File: config.mk
export PLATFORM = sky130hd
export DESIGN_NAME = lpr_match
export DESIGN_NICKNAME = d
export VERILOG_FILES = /design/src/hdl/lpr_pkg.sv /design/src/hdl/lpr_match.sv
export SDC_FILE = /design/constraint.sdc
export NUM_CORES = 1
export LEC_CHECK = 0
export BUFFER_PORTS_ARGS = -buffer_cell sky130_fd_sc_hd__buf_4
export CAP_MARGIN = 10
export CORE_MARGIN = 2
export CORE_UTILIZATION = 30
export DETAILED_ROUTE_END_ITERATION = 16
export GPL_TIMING_DRIVEN = 0
export PLACE_DENSITY = 0.8
export SLEW_MARGIN = 20
export SYNTH_ARGS = -nofsm -noshare
export SYNTH_HDL_FRONTEND = slang
export SYNTH_SLANG_ARGS = --single-unit
File: constraint.sdc
create_clock -name vclk -period 1.67
set_clock_uncertainty 0.2 [all_clocks]
set_input_delay 0.167 -clock vclk [all_inputs]
set_output_delay 0.167 -clock vclk [all_outputs]
set_load 0.05 [all_outputs]
File: src/hdl/lpr_pkg.sv
// Shared types, constants and codes of the IPv4 longest-prefix router.
`default_nettype none
package lpr_pkg;

  localparam int unsigned ADDR_W      = 32;
  localparam int unsigned LEN_W       = 6;
  localparam int unsigned IFACE_W     = 4;
  localparam int unsigned TTL_W       = 8;
  localparam int unsigned STATUS_W    = 3;
  localparam int unsigned TABLE_DEPTH_DEF = 16;
  localparam int unsigned IFACE_COUNT_DEF = 16;
  localparam logic [LEN_W-1:0] MAX_LEN = LEN_W'(ADDR_W);

  typedef enum logic {
    CMD_ADD     = 1'b0,
    CMD_FORWARD = 1'b1
  } cmd_e;

  typedef enum logic [STATUS_W-1:0] {
    ST_ADDED       = 3'd0,
    ST_FORWARDED   = 3'd1,
    ST_TTL_EXPIRED = 3'd2,
    ST_NO_ROUTE    = 3'd3,
    ST_TABLE_FULL  = 3'd4
  } status_e;

  typedef enum logic [2:0] {
    S_IDLE,
    S_SCAN,
    S_DRAIN,
    S_RESOLVE,
    S_DONE
  } state_e;

  // One stored route.
  typedef struct packed {
    logic [ADDR_W-1:0]  prefix;
    logic [LEN_W-1:0]   len;
    logic               has_hop;
    logic [ADDR_W-1:0]  hop;
    logic [IFACE_W-1:0] iface;
  } entry_t;

  // Running best-match state handed to the compare unit.
  typedef struct packed {
    logic             found;
    logic [LEN_W-1:0] len;
  } best_t;

endpackage
`default_nettype wire

File: src/hdl/lpr_match.sv
// Shared prefix compare unit: masked address match and length priority.
`default_nettype none
module lpr_match import lpr_pkg::*; (
  input  entry_t            entry_i,
  input  logic [ADDR_W-1:0] dest_i,
  input  best_t             best_i,
  output logic              hit_o
);

  logic [ADDR_W-1:0] mask;
  logic              addr_eq;

  // top len bits set; len 0 gives an empty mask, len 32 a full one
  assign mask    = ~({ADDR_W{1'b1}} >> entry_i.len);
  assign addr_eq = ((entry_i.prefix ^ dest_i) & mask) == '0;
  // >= so that a later route of equal length takes over
  assign hit_o   = addr_eq && (!best_i.found || entry_i.len >= best_i.len);

endmodule
`default_nettype wire

==> metrics.txt, run 1 <==
status complete, but fails checks; failing checks setup timing; Tmin final 2.16 ns; xor and xnor area share after synthesis roughly a third; via count around 1,100; proportion of netlist area held by the largest area contributor between 10% and 20%; RSZ-0062 raised after global routing yes; final antenna diode count 0; Syn Std Cell Area roughly 880 µm²; number of cell rows 19; gr usage total between 10% and 20%; worst vdd ir approximately 130 µV; Final Cell Area roughly 1500 µm²; Slew @ Worst Pin 0.365 ns; count of final setup violators 1; Power Density 252 nW/µm²; max_slew headroom between 70% and 80%; multiplexer share of the synthesized area 0%; syn_nets about 240; top cells by area, synth xor2_1, xnor2_1, ha_1, o21ai_0, nor2_1; DR pass1 iterations 3; Hold WC Path Type input pin to output port; CP endpoint kind output port; main combinational cell family by area after synthesis XOR/XNOR gates; CP startpoint kind input pin; DRT antenna net count 0; vias in the first global route between 1,000 and 1,500; Tot Pwr ~0.4 mW; DRC Markers 0; Layout Utilization a little under three fifths; setup ws final -0.487 ns; distinct cell type count after synthesis 38; port buffer count just under 80; Arr. time, crit path approximately 1.8 ns; CTS Hold Bufs 0; DRT iter0 DRCs 15; Starting Density a little under a third; filler instances 291; nets 319; Final Wtd Congestion between 0.8 and 0.9; Top Ports about 120; Detailed Place HPWL 2.24 mm; antenna violations before repair 0; syn avg cell area 7.40 µm²; synth warn 0; Synth area leader xor2_1; clock buffer count 0; Die ar. 3390 µm²; global-route wire length before repair about 4.3 mm; Seq cells 0; Fmax around 460 MHz; Reg area 0 µm²; fin. max-slew vios 0; Leak Pwr 0.730 nW; Post-Synth Adder-Cell Area 9.66%; total grt overflow 0; cells after synthesis between 100 and 150; Routed WL 2.65 mm; Placed Instance Area between 1500 and 2000 µm²; Setup TNS Final -0.487 ns; core area 2780 µm²; maxcap violations 0; share of cells above drive strength 1 45.7%; Req. time, crit path 1.30 ns; endpoints failing hold 0; CP max FO 8; critical path class input pin to output port; Simple-Gate Fraction of Synth Area between 10% and 20%; compound-cell area share of the yosys netlist between 30% and 40%; Final period util 129%; routed vias/inst roughly 5; largest net degree at the start of global routing 11; Die H 58.2 µm; register area share after synthesis 0%; routed length per instance between 10 and 15 µm; Die Width between 50 and 60 µm; area grow syn2layout 75.4%
area by class of cell:
type	instances	area (µm²)	share of cell area (%)
plain buffers	6	72.6	4.70
well taps	31	38.8	2.51
multi-input cells	105	802	51.9
inverters	8	30.0	1.94
repair buffers	78	602	38.9
what timing repair did:
| action | CTS | global route |
|---|---|---|
| endpoints found under the setup margin | 1 | 1 |
| resized for setup | 7 | 3 |
| pin swaps | 2 | 2 |
| setup buffers | 0 | 0 |
cells in the mapped netlist, types with 2 or more instances:
cell / instances
a2bb2oi_1: 2
inv_1: 8
clkbuf_8: 2
a211oi_1: 2
a32oi_1: 2
nand3_1: 2
o21ai_0: 12
nor2_1: 10
nor3_1: 4
nand4_1: 2
o2111ai_1: 2
ha_1: 6
o31ai_1: 2
buf_6: 2
a21oi_1: 6
nand2_1: 3
xor2_1: 20
xnor2_1: 12
metrics by stage:
stage                     std cells  setup WS, ns  hold slack [ns]
after floorplan                 119        -0.472            0.363
after global placement          228        -0.594            0.617
after detailed placement        228        -0.601            0.620
after CTS                       228        -0.520            0.587
after global routing            228        -0.567            0.609
final                           228        -0.487            0.586
cell families (layout without fill, tap and decap cells):
family | Yosys count | after routing
adder cells (fa/ha/maj) | 7 | 7
AND/OR/NAND/NOR | 27 | 27
XOR/XNOR | 32 | 32
buffers and inverters | 14 | 92
AO/OA/AOI/OAI | 39 | 39
metal layers:
metal	vias to the layer above	part of all wire [%]	GRT usage, %	wire length [µm]
li1	593	-	-	-
met1	507	41	17.5	1090
met2	47	50	30.2	1320
met3	0	9.2	2.23	245
met4	0	0	0	0
met5	-	0	0	0
cells in the final DEF, fill, tap and decap left out, types with 3 or more instances in the layout:
cell and count:
buf_6 3, o21ai_0 11, nor2_1 10, a21oi_1 6
nand2_1 3, xor2_1 20, nor3_1 3, buf_4 76
ha_1 6, xnor2_1 12, inv_1 8
worst paths after layout:
path        start  slack [ns]  endpoint  cells after the start
max   entry_i[42]       -0.49     hit_o                      8
min   entry_i[41]        0.59     hit_o                      4
worst max-delay path, cell delays in order:
cell and delay [ns]:
buf_12 0.11, or4_4 0.55, a32oi_1 0.17, o2111ai_1 0.14, nor3_2 0.13, nand4_1 0.14
a211oi_4 0.19, buf_6 0.19
report_power, final:
| part | internal (mW) | leakage (nW) | switching (mW) |
|---|---|---|---|
| Sequential | 0 | 0 | 0 |
| Clock | 0 | 0 | 0 |
| Combinational | 0.229 | 0.730 | 0.160 |
| Total | 0.229 | 0.730 | 0.160 |
No activity file was read; power rests on OpenSTA's default activity.
==> inputs of run 2 (changes only) <==
--- a/config.mk
+++ b/config.mk
@@ -7,6 +7,7 @@
 export LEC_CHECK = 0
 export BUFFER_PORTS_ARGS = -buffer_cell sky130_fd_sc_hd__buf_4
 export CAP_MARGIN = 10
+export CORE_ASPECT_RATIO = 0.9
 export CORE_MARGIN = 2
 export CORE_UTILIZATION = 30
 export DETAILED_ROUTE_END_ITERATION = 16
==> run 2 against run 1 <==
The flow still finishes with violations (setup timing). Non-clock buffer count rose by 5. Wire length rose by 2.2%. Sequential share of layout area is the same. Worst setup slack got worse by 0.15 ns. Critical path type unchanged. Die area is essentially flat. Core utilization up 2.3 points. Via count rose by 1.2%. Sequential cell count stayed put. Critical path depth stayed put. Global-route usage down 0.099 points. Worst hold slack gained 0.074 ns. Count of clock-buffer cells in the layout is the same.
==> metrics.txt, run 2 (synthesized netlist as in run 1, its figures left out) <==
most frequent cells in the layout buf_4, xor2_1, xnor2_1; CP endpoint kind output port; Tmin final roughly 2.3 ns; CP delay by family, top simple AND/OR/NAND/NOR gates; Fmax ~430 MHz; Req. time, crit path ~1.3 ns; worst vdd ir slightly above 100 µV; slowest CP cell or4_4; Die Width between 60 and 70 µm; Reg area 0 µm²; WHS Endpoint hit_o; share of cells above drive strength 1 48.0%; met2 GRT Util a little over a quarter; area grow syn2layout 82.1%; busiest layer in global routing met2; CP startpoint kind input pin; Top Ports 115; routed vias/inst about 4.8; crit path cell chain buf_8 -> or4_4 -> a32oi_1 -> o2111ai_1 -> nor3_2 -> nand4_1 -> a211oi_4 -> buf_6; routed length per instance approximately 11 µm; number of cell rows 18; largest net degree at the start of global routing 11; Worst Hold Depth 5; global-route wire length before repair ~4.2 mm; Starting Density 31.8%; vias in the first global route ~1,100; Arr. time, crit path about 1.9 ns; Placed Instance Area between 1500 and 2000 µm²; filler instances ~280; DR pass1 iterations 4; Final Cell Area roughly 1600 µm²; core area approximately 2800 µm²; Tot Pwr ~0.4 mW; fin. max-slew vios 0; DRT antenna net count 0; Die H around 55 µm; most common cell after layout, fill and taps aside buf_4; port buffer count 78; Seq cells 0; maxcap violations 0; nets roughly 320; dpl ws -0.602 ns; Hold WC Path Type input pin to output port; Routed WL 2.71 mm; Layout Utilization about 58%; Slew @ Worst Pin around 0.36 ns; Final Wtd Congestion roughly 0.8; critical path class input pin to output port; total grt overflow 0; setup ws final -0.639 ns; met3 GRT Util 1.17%; endpoints failing hold 0; slowest stage delay, CP 0.56 ns; Final period util 138%; final antenna diode count 0; Setup TNS Final -0.639 ns; worst path bufs/invs 2; RSZ-0062 raised after global routing yes; met1 Resource Use GR 19.9%; CP max FO 4; Power Density 250 nW/µm²; Leak Pwr ~0.75 nW; Detailed Place HPWL between 2 and 2.5 mm; DRT iter0 DRCs 22; placed cells 237; antenna violations before repair 0; worst hold slack between 0.6 and 0.7 ns; Post-Layout Cell Count roughly 240; Min-Delay Startpoint entry_i[41]; failing checks setup timing; via count 1,161; clock buffer count 0; Die ar. approximately 3400 µm²; DRC Markers 0; max_slew headroom 76.2%; status complete, but fails checks; count of final setup violators 1; gr usage total 14.9%
## run 2: power breakdown
group / internal, mW / switching, mW / leakage (nW) / total (mW)
Clock: 0 / 0 / 0 / 0
Sequential: 0 / 0 / 0 / 0
Combinational: 0.237 / 0.164 / 0.755 / 0.401
Total: 0.237 / 0.164 / 0.755 / 0.401
## run 2: how the worst max path moves through the flow
stage | start | endpoint | slack, ns | cells after the start
final | entry_i[41] | hit_o | -0.64 | 8
after CTS | entry_i[42] | hit_o | -0.57 | 8
after global routing | entry_i[41] | hit_o | -0.69 | 8
after floorplan | entry_i[37] | hit_o | -0.47 | 9
after detailed placement | entry_i[37] | hit_o | -0.60 | 11
after global placement | entry_i[37] | hit_o | -0.58 | 11
## run 2: final cells by class
class                      count  area [µm²]  share of cell area [%]
buffer                         6        70.1                    4.37
multi-input combinational    105         812                    50.6
timing repair buffer          83         642                    40.0
tap                           40        50.0                    3.12
inverter                       8        30.0                    1.87
## run 2: repair_timing
item / CTS / global route
cloned: 0 / 0
pin swaps: 1 / 8
hold buffers: 0 / 0
buffers inserted: 0 / 5
resized for setup: 3 / 12
endpoints found under the setup margin: 1 / 1
## run 2: worst min-delay path: stages
cell and delay, ns:
buf_8 0.07, buf_4 0.10, buf_6 0.13, a211oi_4 0.07, buf_6 0.15
## run 2: metal layers
metal | share of wire (%) | routed length (µm)
met2 | 48 | 1310
met5 | 0 | 0
met4 | 0 | 0
met3 | 9.1 | 247
met1 | 43 | 1160
==> inputs of run 3 (changes only) <==
--- a/config.mk
+++ b/config.mk
@@ -9,10 +9,10 @@
 export CAP_MARGIN = 10
 export CORE_ASPECT_RATIO = 0.9
 export CORE_MARGIN = 2
-export CORE_UTILIZATION = 30
+export CORE_UTILIZATION = 33
 export DETAILED_ROUTE_END_ITERATION = 16
 export GPL_TIMING_DRIVEN = 0
-export PLACE_DENSITY = 0.8
+export PLACE_DENSITY = 0.84
 export SLEW_MARGIN = 20
 export SYNTH_ARGS = -nofsm -noshare
 export SYNTH_HDL_FRONTEND = slang
==> constraint.sdc (replaced) <==
create_clock -name vclk -period 2.3
set_clock_uncertainty 0.2 [all_clocks]
set_input_delay 0.23 -clock vclk [all_inputs]
set_output_delay 0.23 -clock vclk [all_outputs]
set_load 0.05 [all_outputs]
==> run 3 against run 2 <==
The flow still finishes with violations (setup timing). Total power is 29% lower. Sequential share of layout area did not move. Wire length increased by 3.5%. Non-clock buffer count is 6 lower. Combinational power decreased by 29%. Die area fell by 8.5%. Largest cell class unchanged.
==> metrics.txt, run 3 (synthesized netlist as in run 1, its figures left out) <==
critical path class input pin to output port; Final Cell Area between 1500 and 2000 µm²; number of cell rows 17; met3 GRT Util between 1 and 1.5%; nets roughly 320; Tot Pwr approximately 0.28 mW; Final period util 104%; met1 Resource Use GR approximately 24%; CP endpoint kind output port; final antenna diode count 0; gr usage total between 10% and 20%; Setup Buffers After CTS 0; CP max FO 8; Post-Layout Cell Count between 200 and 250; Die H 53.0 µm; Fmax roughly 420 MHz; share of cells above drive strength 1 about 46%; status complete, but fails checks; Hold WC Path Type input pin to output port; Layout Utilization about three fifths; DRT antenna net count 0; Min-Delay Startpoint entry_i[41]; NetSw about 0.12 mW; routed vias/inst 5.17; Die ar. between 3000 and 4000 µm²; count of final setup violators 1; Detailed Place HPWL about 2.3 mm; setup ws final -0.0853 ns; clock buffer count 0; DRT iter0 DRCs 28; max_slew headroom 79.9%; Seq cells 0; met2 GRT Util about a third; Reg area 0 µm²; worst vdd ir 117 µV; Slew @ Worst Pin between 0.2 and 0.3 ns; Final Wtd Congestion 0.780; DR pass1 iterations 4; most common cell after layout, fill and taps aside buf_4; routed length per instance approximately 13 µm; Routed WL approximately 2.8 mm; antenna violations before repair 0; Top Ports 115; maxcap violations 0; worst hold slack between 0.7 and 0.8 ns; total grt overflow 0; CP startpoint kind input pin; Arr. time, crit path between 1.5 and 2 ns; Setup TNS Final -0.0853 ns; CTS Hold Bufs 0; largest net degree at the start of global routing 11; Seq pwr share 0%; Power Density ~180 nW/µm²; placed cells 225; Tmin final between 2 and 2.5 ns; Die Width about 58 µm; Starting Density a little over a third; RSZ-0062 raised after global routing yes; global-route wire length before repair about 4.6 mm; Switching Share between 40% and 50%; via count ~1,200; Leak Pwr about 0.72 nW; area grow syn2layout 74.6%; vias in the first global route approximately 1,100; DRC Markers 0; core area between 2000 and 2500 µm²; port buffer count 78; combinational power share 100.0%; most frequent cells in the layout buf_4, xor2_1, xnor2_1; fin. max-slew vios 0; Worst Hold Depth 4; busiest layer in global routing met2; clock power share 0%; WHS Endpoint hit_o; Req. time, crit path roughly 1.9 ns; endpoints failing hold 0; Placed Instance Area between 1500 and 2000 µm²; dpl ws -0.134 ns; Cell Int Power between 0.15 and 0.2 mW; failing checks setup timing
run 3: worst max-delay path by stage:
stage	from	endpoint	cells past startpoint	slack, ns
6_report	entry_i[42]	hit_o	8	-0.09
5_1_grt	entry_i[42]	hit_o	8	-0.16
4_1_cts	entry_i[42]	hit_o	8	-0.04
3_5_place_dp	entry_i[37]	hit_o	11	-0.13
3_3_place_gp	entry_i[37]	hit_o	11	-0.12
2_1_floorplan	entry_i[37]	hit_o	9	0.03
run 3: layout make-up:
class | count | area [µm²]
buffer | 5 | 55.1
fill | 229 | 951
inverter | 8 | 30.0
multi-input combinational | 105 | 812
tap | 28 | 35.0
timing repair buffer | 78 | 606
run 3: what timing repair did:
action                                  4_1_cts  5_1_grt
endpoints found under the setup margin        1        1
pin swaps                                     1        5
hold endpoints to repair                      0        0
gates resized for setup                       6        6
run 3: worst max-delay path, stage by stage:
cell       delay [ns]
buf_12           0.11
or4_4            0.56
a32oi_1          0.18
o2111ai_1        0.15
nor3_2           0.13
nand4_1          0.15
a211oi_4         0.25
buf_6            0.19
run 3: power groups by stage:
stage | combinational, mW | sequential (mW) | clock, mW
2_1_floorplan | 0.138 | 0 | 0
3_3_place_gp | 0.273 | 0 | 0
3_5_place_dp | 0.277 | 0 | 0
4_1_cts | 0.282 | 0 | 0
5_1_grt | 0.312 | 0 | 0
6_report | 0.284 | 0 | 0
run 3: per-layer routing:
metal | routed length, µm | vias to the layer above
li1 | - | 593
met1 | 1110 | 512
met2 | 1420 | 54
met3 | 276 | 0
met4 | 0 | 0
met5 | 0 | -
